===== config.mk =====
export PLATFORM = sky130hd
export DESIGN_NAME = mvs_front
export DESIGN_NICKNAME = d
export VERILOG_FILES = /design/src/hw/rtl/mvs_pkg.sv /design/src/hw/rtl/mvs_front.sv
export SDC_FILE = /design/constraint.sdc
export NUM_CORES = 1
export LEC_CHECK = 0
export BUFFER_PORTS_ARGS = -buffer_cell sky130_fd_sc_hd__buf_2
export CELL_PAD_IN_SITES_DETAIL_PLACEMENT = 0
export CELL_PAD_IN_SITES_GLOBAL_PLACEMENT = 1
export CORE_MARGIN = 2
export CORE_UTILIZATION = 38
export CTS_BUF_LIST = sky130_fd_sc_hd__clkbuf_2 sky130_fd_sc_hd__clkbuf_4 sky130_fd_sc_hd__clkbuf_8
export CTS_CLUSTER_DIAMETER = 50
export DETAILED_ROUTE_END_ITERATION = 8
export PLACE_DENSITY = 0.72
export SLEW_MARGIN = 30
export SYNTH_ARGS = -nofsm -noshare
export SYNTH_HDL_FRONTEND = slang
export SYNTH_SLANG_ARGS = --single-unit
export TNS_END_PERCENT = 1

===== constraint.sdc =====
create_clock -name clock -period 13.05 [get_ports clock]
set_input_delay 0.6525 -clock clock [delete_from_list [all_inputs] [get_ports clock]]
set_output_delay 0.6525 -clock clock [all_outputs]
set_load 0.02 [all_outputs]

===== src/hw/rtl/mvs_pkg.sv =====
// Shared types, constants and helpers for the multiversion store.
`default_nettype none

package mvs_pkg;

   // Store geometry
   localparam int NUM_KEYS     = 1024;
   localparam int VERSIONS     = 8;
   localparam int KEY_W        = 10;
   localparam int SLOT_W       = $clog2(VERSIONS);
   localparam int CNT_W        = $clog2(VERSIONS + 1);
   localparam int ADDR_W       = KEY_W + SLOT_W;
   localparam int STAMP_W      = 31;
   localparam int DATA_W       = 32;
   localparam int ACTION_W     = 2;
   localparam int VER_W        = STAMP_W + DATA_W;
   localparam int SLOTS        = NUM_KEYS * VERSIONS;

   // Request queue between front and engine
   localparam int QUEUE_DEPTH  = 2;
   localparam int QPTR_W       = $clog2(QUEUE_DEPTH);
   localparam int QCNT_W       = $clog2(QUEUE_DEPTH + 1);

   // Action codes on the request port
   localparam logic [ACTION_W-1:0] ACT_READ  = 2'd0;
   localparam logic [ACTION_W-1:0] ACT_WRITE = 2'd1;
   localparam logic [ACTION_W-1:0] ACT_CHECK = 2'd2;

   // Request class after decode
   typedef enum logic [1:0] {
      KIND_NONE  = 2'd0,
      KIND_READ  = 2'd1,
      KIND_WRITE = 2'd2,
      KIND_CHECK = 2'd3
   } kind_type;

   // Decoded request handed to the engine
   typedef struct packed {
      kind_type            kind;
      logic [KEY_W-1:0]    key;
      logic [STAMP_W-1:0]  stamp;
      logic [DATA_W-1:0]   value;
   } cmd_type;

   // Engine status seen by the front
   typedef struct packed {
      logic clearing;
   } eng_status_type;

   // Version memory address of one slot of one key
   function automatic logic [ADDR_W-1:0] ver_addr(input logic [KEY_W-1:0] key,
                                                  input logic [CNT_W-1:0] slot);
      ver_addr = {key, slot[SLOT_W-1:0]};
   endfunction

endpackage

`default_nettype wire


===== src/hw/rtl/mvs_front.sv =====
// Request front end: accept, decode and queue requests for the engine.
`default_nettype none

module mvs_front (
   input  wire logic                           clock,
   input  wire logic                           reset,
   input  wire logic                           start,
   output logic                                busy,
   input  wire logic [mvs_pkg::ACTION_W-1:0]   req_action,
   input  wire logic [mvs_pkg::KEY_W-1:0]      req_key,
   input  wire logic [mvs_pkg::STAMP_W-1:0]    req_stamp,
   input  wire logic [mvs_pkg::DATA_W-1:0]     req_write_value,
   input  wire mvs_pkg::eng_status_type        status,
   output logic                                cmd_valid,
   output mvs_pkg::cmd_type                    cmd,
   input  wire logic                           cmd_pop
);

   mvs_pkg::cmd_type                  q_ff [mvs_pkg::QUEUE_DEPTH];
   logic [mvs_pkg::QPTR_W-1:0]        wr_ptr_ff, wr_ptr_in;
   logic [mvs_pkg::QPTR_W-1:0]        rd_ptr_ff, rd_ptr_in;
   logic [mvs_pkg::QCNT_W-1:0]        cnt_ff, cnt_in;
   logic                              push;
   logic                              pop;
   mvs_pkg::cmd_type                  dec;

   // Decode action and range check the key
   always_comb begin
      dec.key   = req_key;
      dec.stamp = req_stamp;
      dec.value = req_write_value;
      unique case (req_action)
         mvs_pkg::ACT_READ:  dec.kind = mvs_pkg::KIND_READ;
         mvs_pkg::ACT_WRITE: dec.kind = mvs_pkg::KIND_WRITE;
         mvs_pkg::ACT_CHECK: dec.kind = mvs_pkg::KIND_CHECK;
         default:            dec.kind = mvs_pkg::KIND_NONE;
      endcase
      if ({1'b0, req_key} >= (mvs_pkg::KEY_W + 1)'(mvs_pkg::NUM_KEYS)) begin
         dec.kind = mvs_pkg::KIND_NONE;
      end
   end

   assign busy      = (cnt_ff == mvs_pkg::QCNT_W'(mvs_pkg::QUEUE_DEPTH)) || status.clearing;
   assign push      = start && !busy;
   assign cmd_valid = (cnt_ff != '0);
   assign pop       = cmd_pop && cmd_valid;
   assign cmd       = q_ff[rd_ptr_ff];

   // Advance pointers and fill count
   always_comb begin
      wr_ptr_in = wr_ptr_ff;
      rd_ptr_in = rd_ptr_ff;
      cnt_in    = cnt_ff;
      if (push) begin
         wr_ptr_in = (wr_ptr_ff == mvs_pkg::QPTR_W'(mvs_pkg::QUEUE_DEPTH - 1)) ? '0
                                                                          : wr_ptr_ff + 1'b1;
      end
      if (pop) begin
         rd_ptr_in = (rd_ptr_ff == mvs_pkg::QPTR_W'(mvs_pkg::QUEUE_DEPTH - 1)) ? '0
                                                                          : rd_ptr_ff + 1'b1;
      end
      if (push && !pop) begin
         cnt_in = cnt_ff + 1'b1;
      end else if (pop && !push) begin
         cnt_in = cnt_ff - 1'b1;
      end
   end

   always_ff @(posedge clock) begin
      if (reset) begin
         wr_ptr_ff <= '0;
         rd_ptr_ff <= '0;
         cnt_ff    <= '0;
      end else begin
         wr_ptr_ff <= wr_ptr_in;
         rd_ptr_ff <= rd_ptr_in;
         cnt_ff    <= cnt_in;
      end
   end

   // Hold queued requests
   always_ff @(posedge clock) begin
      if (push) begin
         q_ff[wr_ptr_ff] <= dec;
      end
   end

endmodule

`default_nettype wire


### Yosys cells after proc, flatten, opt, wreduce, memory -nomap -nowiden

Memories as Yosys holds them, arrays and structs flattened. A register that Yosys moved wholly into a read port is not among the register bits.
Cells that the tools add are included.

| word-level totals | value |
|---|---|
| register bits after elaboration | 4 |
| memory bits (writable) | 150 |
| input port bits | 80 |
| output and inout bits | 77 |
| word-level logic and storage cells | 31 |
| memories | 1 |

| operators by class | value |
|---|---|
| add/sub/neg operators | 4 |
| eq/ne operators | 3 |
| multiplexer cells | 9 |
| reductions and logical operators | 11 |

Memories:

| name | words | bits a word | rd ports | clocked after Yosys merged registers in | wr ports | line | source |
|---|---|---|---|---|---|---|---|
| q_ff | 2 | 75 | 1 | 1 | 1 | mvs_front.sv:19 | `mvs_pkg::cmd_type q_ff [mvs_pkg::QUEUE_DEPTH];` |

Operator list:

| cell | count |
|---|---|
| 2-to-1 mux 1 bit | 6 |
| case mux 2 bit (3 select lines) | 1 |
| == test 2 bit, second input constant | 2 |
| logical AND 1 bit | 4 |
| 2-to-1 mux 2 bit | 2 |
| nonzero test 2 bit | 2 |
| logical NOT 1 bit | 3 |
| adder 1 bit, second input constant | 2 |
| adder 2 x 1 -> 2 bit, second input constant | 1 |
| == test 2 x 1 -> 1 bit, second input constant | 1 |
| logical NOT 2 bit | 1 |
| subtractor 2 x 1 -> 2 bit, second input constant | 1 |
| logical OR 1 bit | 1 |

### Logic depth before layout (Yosys ltp)

Gate-level depths: netlist of the first run.

| depth | value |
|---|---|
| word-level depth | 8 |
| gate-level depth with buffers | 6 |
| depth with buffers taken out | 6 |

### Worst setup path before layout of the first run

Ideal clock, no wire load.

| path | value |
|---|---|
| kind | input to register |
| start | in start |
| end | mem q_ff[0][0] (netlist bit), enable pin |
| library setup time | 518 ps |
| arrival | 4323 ps |
| data required time | 12532 ps |
| slack | 8209 ps |
| stages on the path | 3 |
| path buffers | 0 |
| path through | nor2b_1 > and2_1 > nor2b_1 |

| between the ends | value |
|---|---|
| word-level cells in the longest chain between the ends | 3 |

Ends and longest elaborated chain:

| item | line | source |
|---|---|---|
| from (decl) | mvs_front.sv:7 | `input wire logic start,` |
| logical AND 1 bit | mvs_front.sv:44 | `assign push = start && !busy;` |
| named net push | mvs_front.sv:23 | `logic push;` |
| 2-to-1 mux 1 bit | mvs_front.sv:83 | `if (push) begin` |
| 2-to-1 mux 1 bit (implied by the code) | mvs_front.sv:84 | `q_ff[wr_ptr_ff] <= dec;` |
| to (decl) | mvs_front.sv:19 |  |

The timed path passes the listed nets, and every way through them passes these cells.

==> flow_metrics.tcl, run 1 <==
set metrics [dict create \
    period_share_pct 20.1 \
    diodes 0 \
    fin_worst_skew_ns 0.00736 \
    ff2ff_path_depth 4 \
    grt_pass1_wl_mm 15.7 \
    synth-seq-cells 155 \
    crit_slowest_cell "dfxtp_4" \
    wire_per_inst_um 16.3 \
    clock_latency_ns 0.44 \
    ctsResizeCount 0 \
    drv_cap 0 \
    leakage_nw 2.62 \
    drive_above_1_share_pct 59.6 \
    gp_congestion 0.688 \
    rsz0062_at_grt "no" \
    grt_pass1_vias 3194 \
    clk_pin_slew_worst_paths_ns 0.08 \
    antenna_found_initial 0 \
    synthDistinctLibCells 19 \
    htreeDepth 4 \
    drc 0 \
    swShare_pct 29.5 \
    ys_seq_area_share_pct 80.6 \
    vias 3036 \
    endpoint_kind "output port" \
    cts_tree "yes" \
    setup_violations 0 \
    grt_overflow_total 0 \
    ff2ff_setup_slack_ns 10.79 \
    pwr-share-clk_pct 26.4 \
    core_area_um2 14600 \
    viasPerCell 4.78 \
    dieArea_um2 16000 \
    layout_common_cells "buf_2, edfxtp_1, mux2_2" \
    syn_inst 267 \
    intPower_w 0.000912 \
    cts_max_path_buffers 2 \
    root_buffer "clkbuf_8" \
    drt-initial-drc-count 139 \
    grt_max_degree 41 \
    port_buffers 156 \
    worst_pin_slew_ns 0.566 \
    path_cells "buf_12 > mux2_2 > buf_2" \
    cp.arrival_ns 1.98 \
    yosysWarnings 0 \
    postRouteAntennaNets 0 \
    avgSynthCellArea_um2 21.4 \
    hold_path_class "primary input to flip-flop" \
    cts.hold.buffers_added 0 \
    reg2reg_from "cnt_ff[0]" \
    initial_core_util_pct 39.1 \
    numCtsBuffers 17 \
    layout_commonest_cell "buf_2" \
    cts_setup_buffers 0 \
    clock-sinks 155 \
    timing.rr.end "q_ff[0][28]" \
    syn2layout_area_growth_pct 24.7 \
    fmax_ghz 0.381 \
    slew_headroom_pct 62.3 \
    ir_worst_vdd_mv 0.102 \
    min_period_ns 2.63 \
    p_sw_w 0.000382 \
    status "finished clean" \
    nNetsFinal 522 \
    startpoint_type "flip-flop" \
    path_class "flip-flop to output port" \
    p_per_area_nw_per_um2 182 \
    fp-row-count 44 \
    die_width_um 127 \
    share_comb_of_total_power_pct 25.6 \
    routed_wirelength_mm 10.3 \
    hpwl_mm 6.68 \
    hold_violations 0 \
    slowest_delay_ns 0.67 \
    syn-num-nets 351 \
    required_ns 12.40 \
    die_height_um 127 \
    dr.pass1.iters 6 \
    critPathMaxFanout 40 \
    fin_util_pct 48.8 \
    netlist_area_um2 5710 \
    final.setup.tns_ns 0 \
    drv_slew 0 \
    critical_path.endpoint "cmd[59]" \
    io_pins 157 \
    grtUsageTotal_pct 13.0 \
    seqPwrFrac_pct 48.0 \
]
## cell usage after synthesis
cell      count  area, um^2
and3_1        1        6.26
buf_2         2        10.0
nand2b_1      3        18.8
buf_6         5        56.3
a21oi_1       1        5.00
buf_4         1        7.51
or3_1         1        6.26
dfxtp_1       5         100
and2_1        1        6.26
xor2_1        3        26.3
nand3_1       1        5.00
o21ai_0       3        15.0
mux2_2       75         845
or2_2         1        6.26
nor2_1        6        22.5
nor2b_1       2        12.5
ha_1          4        50.1
edfxtp_1    150        4500
inv_1         2        7.51
## through the flow
stage,instances,setup WS (ns),power [W],hold slack (ns),area [um^2]
finish,635,10.42,0.00129,0.397,7120
detailed placement,603,10.40,0.000970,0.501,6740
floorplan,267,8.21,0.000866,0.471,5710
global placement,600,10.01,0.000958,0.484,6670
global route,635,10.25,0.00136,0.355,7120
CTS,635,10.32,0.00132,0.358,7120
## registers in the layout (all words and copies together), names as in the netlist, named ones only
| name | count |
|---|---|
| q_ff | 150 |
| cnt_ff | 2 |
| rd_ptr_ff | 1 |
| wr_ptr_ff | 1 |
## worst min path at each step
stage | from | endpoint | slack [ns] | depth (start not counted)
after detailed placement | rd_ptr_ff | flip-flop | 0.50 | 2
after global placement | rd_ptr_ff | flip-flop | 0.48 | 2
after CTS | req_stamp[22] | q_ff[1][54] | 0.36 | 1
final | req_stamp[22] | q_ff[0][54] | 0.40 | 1
after global routing | req_write_value[20] | q_ff[1][20] | 0.35 | 1
after floorplan | cnt_ff[1] | cnt_ff[1] | 0.47 | 2
## cell type report
class / count / area, um^2
Inverter: 2 / 7.51
Tap cell: 184 / 230
Timing Repair Buffer: 160 / 856
Sequential cell: 155 / 4610
Clock buffer: 20 / 256
Clock inverter: 12 / 124
Fill cell: 1250 / 7470
Multi-Input combinational cell: 102 / 1040
## critical path, delay by kind of cell, from the launching register on
kind / cells / cell delay (ns)
buffers and inverters: 2 / 0.47
multiplexers: 1 / 0.37
flip-flops: 1 / 0.67
## power by group through the flow
stage	clock network (W)	logic (W)	registers (W)
after floorplan	0	0.000251	0.000615
after global placement	0	0.000308	0.000649
after detailed placement	0	0.000336	0.000634
after CTS	0.000356	0.000338	0.000623
after global routing	0.000374	0.000356	0.000627
final	0.000341	0.000332	0.000621
## cell families (layout without fill, tap and decap cells)
group / after synthesis / after routing / share of synthesized area, %
xor+xnor: 3 / 3 / 0.460
buf+inv: 10 / 194 / 1.42
flops: 155 / 155 / 80.6
simple gates: 16 / 16 / 1.47
compound gates: 4 / 4 / 0.350
mux: 75 / 75 / 14.8
fa+ha+maj: 4 / 4 / 0.876
## routing by layer
layer  GRT usage (%)  part of all wire, %  up-vias  wire [um]
li1                -                    -     1387          -
met1            15.0                   41     1526       4280
met2            22.0                   50      111       5200
met3            5.19                  7.0       12        722
met4            4.65                  1.3        0        138
met5               0                    0        -          0
Power figures use the tool's default switching activity.
==> run 2: changes to the inputs <==
Settings changed: ABC_AREA set to 1, PLACE_DENSITY 0.72 to 0.75.
Clock period 13.05 ns to 2.2 ns, I/O delays scaled along.
==> run 2 against run 1 <==
Net effect: synthesized cell count grew 4.9%; clock skew grew 0.0021 ns; via count grew 7.2%; critical endpoint is now cmd[65]; highest routed layer unchanged.
==> flow_metrics.tcl, run 2 <==
set metrics [dict create \
    critPathMaxFanout 38 \
    ys_seq_area_share_pct 77.8 \
    crit_slowest_cell "dfxtp_4" \
    required_ns 2.09 \
    die_height_um 129 \
    yosysMostFrequentCell "edfxtp_1" \
    layout_commonest_cell "buf_2" \
    drc 0 \
    die_width_um 129 \
    wire_per_inst_um 14.8 \
    synthDominantCellAreaShare_pct 76.1 \
    cts_tree "yes" \
    syn2layout_area_growth_pct 37.9 \
    timing.final.ws_setup_ns 0.410 \
    path_class "flip-flop to output port" \
    drive_above_1_share_pct 50.0 \
    cts_setup_buffers 0 \
    synth-edff-count 150 \
    vias 3256 \
    syn_inst 280 \
    synth_area_leaders "edfxtp_1, mux2_4, mux2_2" \
    hold_violations 0 \
    grt_pass1_vias 3304 \
    initial_core_util_pct 38.9 \
    muxShareOfSynthArea_pct 17.4 \
    synth_common_cells "edfxtp_1, mux2_4, mux2_2" \
    status "finished clean" \
    ir_worst_vdd_mv 0.465 \
    syn-num-nets 364 \
    p_per_area_nw_per_um2 893 \
    io_pins 157 \
    leakage_nw 3.20 \
    nFillCells 1221 \
    rsz0062_at_grt "no" \
    largest_reg_flops 150 \
    netlist_area_um2 5920 \
    hpwl_mm 6.84 \
    fp-row-count 45 \
    power_w 0.00729 \
    grt_max_degree 44 \
    yosysTopAreaCell "edfxtp_1" \
    worst_pin_slew_ns 0.448 \
    yosysWarnings 0 \
    fin_util_pct 53.7 \
    diodes 0 \
    dieArea_um2 16600 \
    setup_violations 0 \
    numCtsBuffers 17 \
    grt_overflow_total 0 \
    viasPerCell 4.46 \
    root_buffer "clkbuf_8" \
    async_reset_ff_share_pct 0 \
    crit_family "buffers and inverters" \
    synth_top_family_by_area "multiplexers" \
    clock-sinks 155 \
    gp_congestion 0.664 \
    fin_worst_skew_ns 0.00946 \
    top_register "q_ff" \
    core_area_um2 15200 \
    slew_headroom_pct 70.1 \
    routed_wirelength_mm 10.8 \
    hold_depth 4 \
    grt_pass1_wl_mm 16.0 \
    min_period_ns 1.79 \
    synth-simple-area-share_pct 1.61 \
    dr.pass1.iters 4 \
    cp_num_buf_inv 2 \
    endpoint_kind "output port" \
    period_share_pct 81.4 \
    startpoint_type "flip-flop" \
    synth_ff_type "edfxtp_1" \
    synth-seq-cells 155 \
    htreeDepth 4 \
    cts_max_path_buffers 2 \
    layout_common_cells "buf_2, edfxtp_1, dlygate4sd3_1" \
    avgSynthCellArea_um2 21.1 \
    clk_pin_slew_worst_paths_ns 0.08 \
    synthDistinctLibCells 14 \
    reg_top3 "q_ff (150), cnt_ff (2)" \
    synthAdderAreaFrac_pct 0.845 \
    hold_path_class "primary input to flip-flop" \
    cp.arrival_ns 1.68 \
    drt-initial-drc-count 146 \
    fmax_ghz 0.559 \
    synthXorXnorAreaFrac_pct 0 \
    ff2ff_path_depth 5 \
    place_ws_ns 0.564 \
    clock_latency_ns 0.45 \
    path_cells "buf_12 > mux2_2 > buf_2" \
    synth-compound-area-share_pct 0.254 \
    drv_slew 0 \
    antenna_found_initial 0 \
    path_depth 3 \
    drv_cap 0 \
    nNetsFinal 613 \
    port_buffers 156 \
    postRouteAntennaNets 0 \
    slowest_delay_ns 0.40 \
    grtUsageTotal_pct 13.1 \
]
-- run 2: changes by cell type after synthesis, moves of 3 or more --
cell	previous run	this run
mux2_2	75	25
nand2_1	0	11
inv_1	2	12
mux2_4	0	50
nand2b_1	3	0
xor2_1	3	0
-- run 2: logic make-up after synthesis --
family,count (synthesis)
buffers and inverters,20
adders and majority gates,4
DFF,155
muxes,75
and+or+nand+nor,23
AOI/OAI and AO/OA,3
-- run 2: power by group --
part           total [W]  internal [W]  switching, W
logic            0.00156      0.000735      0.000824
clock network    0.00224       0.00125      0.000990
registers        0.00349       0.00344     0.0000541
total            0.00729       0.00542       0.00187
-- run 2: cell type report --
cell class,count,area (um^2),share of cell area (%)
multi-input cells,105,1200,14.7
well taps,188,235,2.88
inverters,12,46.3,0.567
repair buffers,238,1650,20.2
clock buffers,19,249,3.05
clock inverters,13,175,2.15
flip-flops and latches,155,4610,56.5
-- run 2: through the flow --
stage	hold slack, ns	instance area (um^2)	instances	setup TNS (ns)
after global placement	0.297	6990	623	0
after global routing	0.0604	8160	730	0
final	0.0639	8160	730	0
after floorplan	0.182	5930	280	-19.78
after CTS	0.0198	8160	730	0
after detailed placement	0.301	6990	623	0
-- run 2: timing repair --
action | CTS | global route
hold buffers | 75 | 0
hold endpoints to repair | 151 | 0
setup endpoints to repair | 0 | 0
resized for setup | 0 | 0
-- run 2: worst register-to-register path, cell delays in order (launching register included) --
cell and delay [ns]:
dfxtp_1 0.33, inv_1 0.09, nand2_1 0.11, nand3_1 0.16, nor2_4 0.35, buf_12 0.26
-- run 2: per-layer routing --
layer	vias up	track usage (%)	wire length, um
li1	1578	-	-
met2	99	22.9	5610
met5	-	0	0
met1	1567	14.5	4510
met4	0	4.99	133
met3	12	4.91	564
-- run 2: path summary, 6_finish.rpt --
| path | startpoint | end | slack, ns |
|---|---|---|---|
| worst max-delay path | flip-flop | cmd[65] | 0.41 |
| worst min-delay path | start | wr_ptr_ff | 0.06 |
| worst max register to register | cnt_ff[0] | q_ff[0][20] | 0.57 |
| worst min register to register | rd_ptr_ff | rd_ptr_ff | 0.51 |
==> run 3: changes to the inputs <==
Settings changed: ABC_AREA 1 to 0, PLACE_DENSITY 0.75 to 0.72.
Clock period 2.2 ns to 1.75 ns, I/O delays scaled along.
==> run 3 against run 2 <==
Net effect: sequential power up 30%; hold slack worse by 0.017 ns; register-to-register slack worse by 0.39 ns; design area down 1.9%; utilization up 1.2 points; wire length up 2.5%; sequential share of layout area up 1.1 points; die area down 3.4%; worst setup slack worse by 0.34 ns; critical path type unchanged.
==> flow_metrics.tcl, run 3 (synthesized netlist as in run 1, its figures left out) <==
set metrics [dict create \
    status "finished clean" \
    clock_latency_ns 0.46 \
    die_width_um 127 \
    layout_common_cells "buf_2, edfxtp_1, dlygate4sd3_1" \
    dieArea_um2 16000 \
    drc 0 \
    wire_per_inst_um 15.6 \
    port_buffers 156 \
    slew_headroom_pct 76.6 \
    hold_path_class "primary input to flip-flop" \
    grt_pass1_wl_mm 17.1 \
    grt_max_degree 41 \
    fin_worst_skew_ns 0.00928 \
    path_class "flip-flop to output port" \
    crit_slowest_cell "dfxtp_4" \
    layoutNonFillerInstCount 713 \
    diodes 0 \
    min_period_ns 1.68 \
    startpoint_type "flip-flop" \
    worst_pin_slew_ns 0.347 \
    gp_congestion 0.716 \
    grt_pass1_vias 3449 \
    io_pins 157 \
    top_register "q_ff" \
    fmax_ghz 0.594 \
    swShare_pct 28.6 \
    routed_wirelength_mm 11.1 \
    p_per_area_nw_per_um2 1280 \
    cts_max_path_buffers 2 \
    syn2layout_area_growth_pct 40.2 \
    drv_slew 0 \
    whs_ns 0.0473 \
    cts_tree "yes" \
    rsz0062_at_grt "yes" \
    share_comb_of_total_power_pct 28.0 \
    htreeDepth 4 \
    hold_violations 0 \
    p_sw_w 0.00292 \
    hpwl_mm 6.86 \
    drive_above_1_share_pct 52.2 \
    reg_top3 "q_ff (150), cnt_ff (2)" \
    endpoint_kind "output port" \
    required_ns 1.66 \
    postRouteAntennaNets 0 \
    period_share_pct 96.2 \
    clk_pin_slew_worst_paths_ns 0.08 \
    numCtsBuffers 17 \
    core_area_um2 14600 \
    grtUsageTotal_pct 14.3 \
    drt-initial-drc-count 188 \
    largest_reg_flops 150 \
    die_height_um 127 \
    setup_violations 0 \
    initial_core_util_pct 39.1 \
    intPower_w 0.00729 \
    dr.pass1.iters 4 \
    design_area_um2 8010 \
    seqPwrFrac_pct 44.4 \
    cp.arrival_ns 1.60 \
    drv_cap 0 \
    critPathMaxFanout 26 \
    antenna_found_initial 0 \
    grt_overflow_total 0 \
    nNetsFinal 600 \
    pwr-share-clk_pct 27.6 \
    leakage_nw 3.00 \
    path_cells "buf_12 > mux2_2 > buf_2" \
    fp-row-count 44 \
    clock-sinks 155 \
    dpl_cell_area_um2 6800 \
    dp.cells 606 \
    ir_worst_vdd_mv 0.752 \
    slowest_delay_ns 0.40 \
    nFillCells 1150 \
    final.setup.tns_ns 0 \
    vias 3259 \
    root_buffer "clkbuf_8" \
    cts_setup_buffers 0 \
    viasPerCell 4.57 \
]
run 3: worst max-delay path, delay by kind of cell, from the launching register on:
kind,cells,cell delay [ns]
buffers and inverters,2,0.35
flip-flops,1,0.40
multiplexers,1,0.36
run 3: what timing repair did:
action / 4_1_cts / 5_1_grt
hold buffers: 75 / 0
gates resized for setup: 3 / 7
cloned: 0 / 0
setup endpoints to repair: 23 / 24
hold endpoints to repair: 151 / 0
run 3: power by group through the flow:
stage | combinational, W | clock, W | sequential (W)
detailed placement | 0.00271 | 0 | 0.00461
floorplan | 0.00189 | 0 | 0.00458
global placement | 0.00270 | 0 | 0.00459
global route | 0.00307 | 0.00306 | 0.00456
finish | 0.00286 | 0.00282 | 0.00453
CTS | 0.00288 | 0.00291 | 0.00453
run 3: final cells by class:
cell class | count | area [um^2] | area share [%]
multi-input cells | 102 | 1050 | 13.1
flip-flops and latches | 155 | 4610 | 57.6
inverters | 2 | 7.51 | 0.0937
repair buffers | 238 | 1690 | 21.1
clock inverters | 13 | 175 | 2.19
clock buffers | 19 | 249 | 3.11
well taps | 184 | 230 | 2.87
run 3: final timing paths:
| path | from | end | slack (ns) | depth (start not counted) |
|---|---|---|---|---|
| setup / recovery | flip-flop | cmd[35] | 0.07 | 3 |
| hold / removal | req_action[1] | q_ff[0][74] | 0.05 | 3 |
| setup reg to reg | cnt_ff[1] | cnt_ff[1] | 0.18 | 4 |
| hold reg to reg | rd_ptr_ff | flip-flop | 0.51 | 2 |
run 3: per-stage QoR:
stage               utilization, %  total power [W]  setup WS, ns
CTS                           54.8           0.0103       0.00975
finish                        54.9           0.0102        0.0669
global route                  54.9           0.0107       -0.0173
floorplan                        -          0.00646        -0.435
detailed placement            46.6          0.00732         0.195
global placement              46.6          0.00729         0.263
run 3: per-layer routing:
layer	wire length [um]	up-vias	GRT usage [%]	part of all wire (%)
li1	-	1547	-	-
met1	4600	1593	16.4	41
met2	5650	107	24.1	51
met3	693	12	5.65	6.2
met4	146	0	5.30	1.3
met5	0	-	0	0
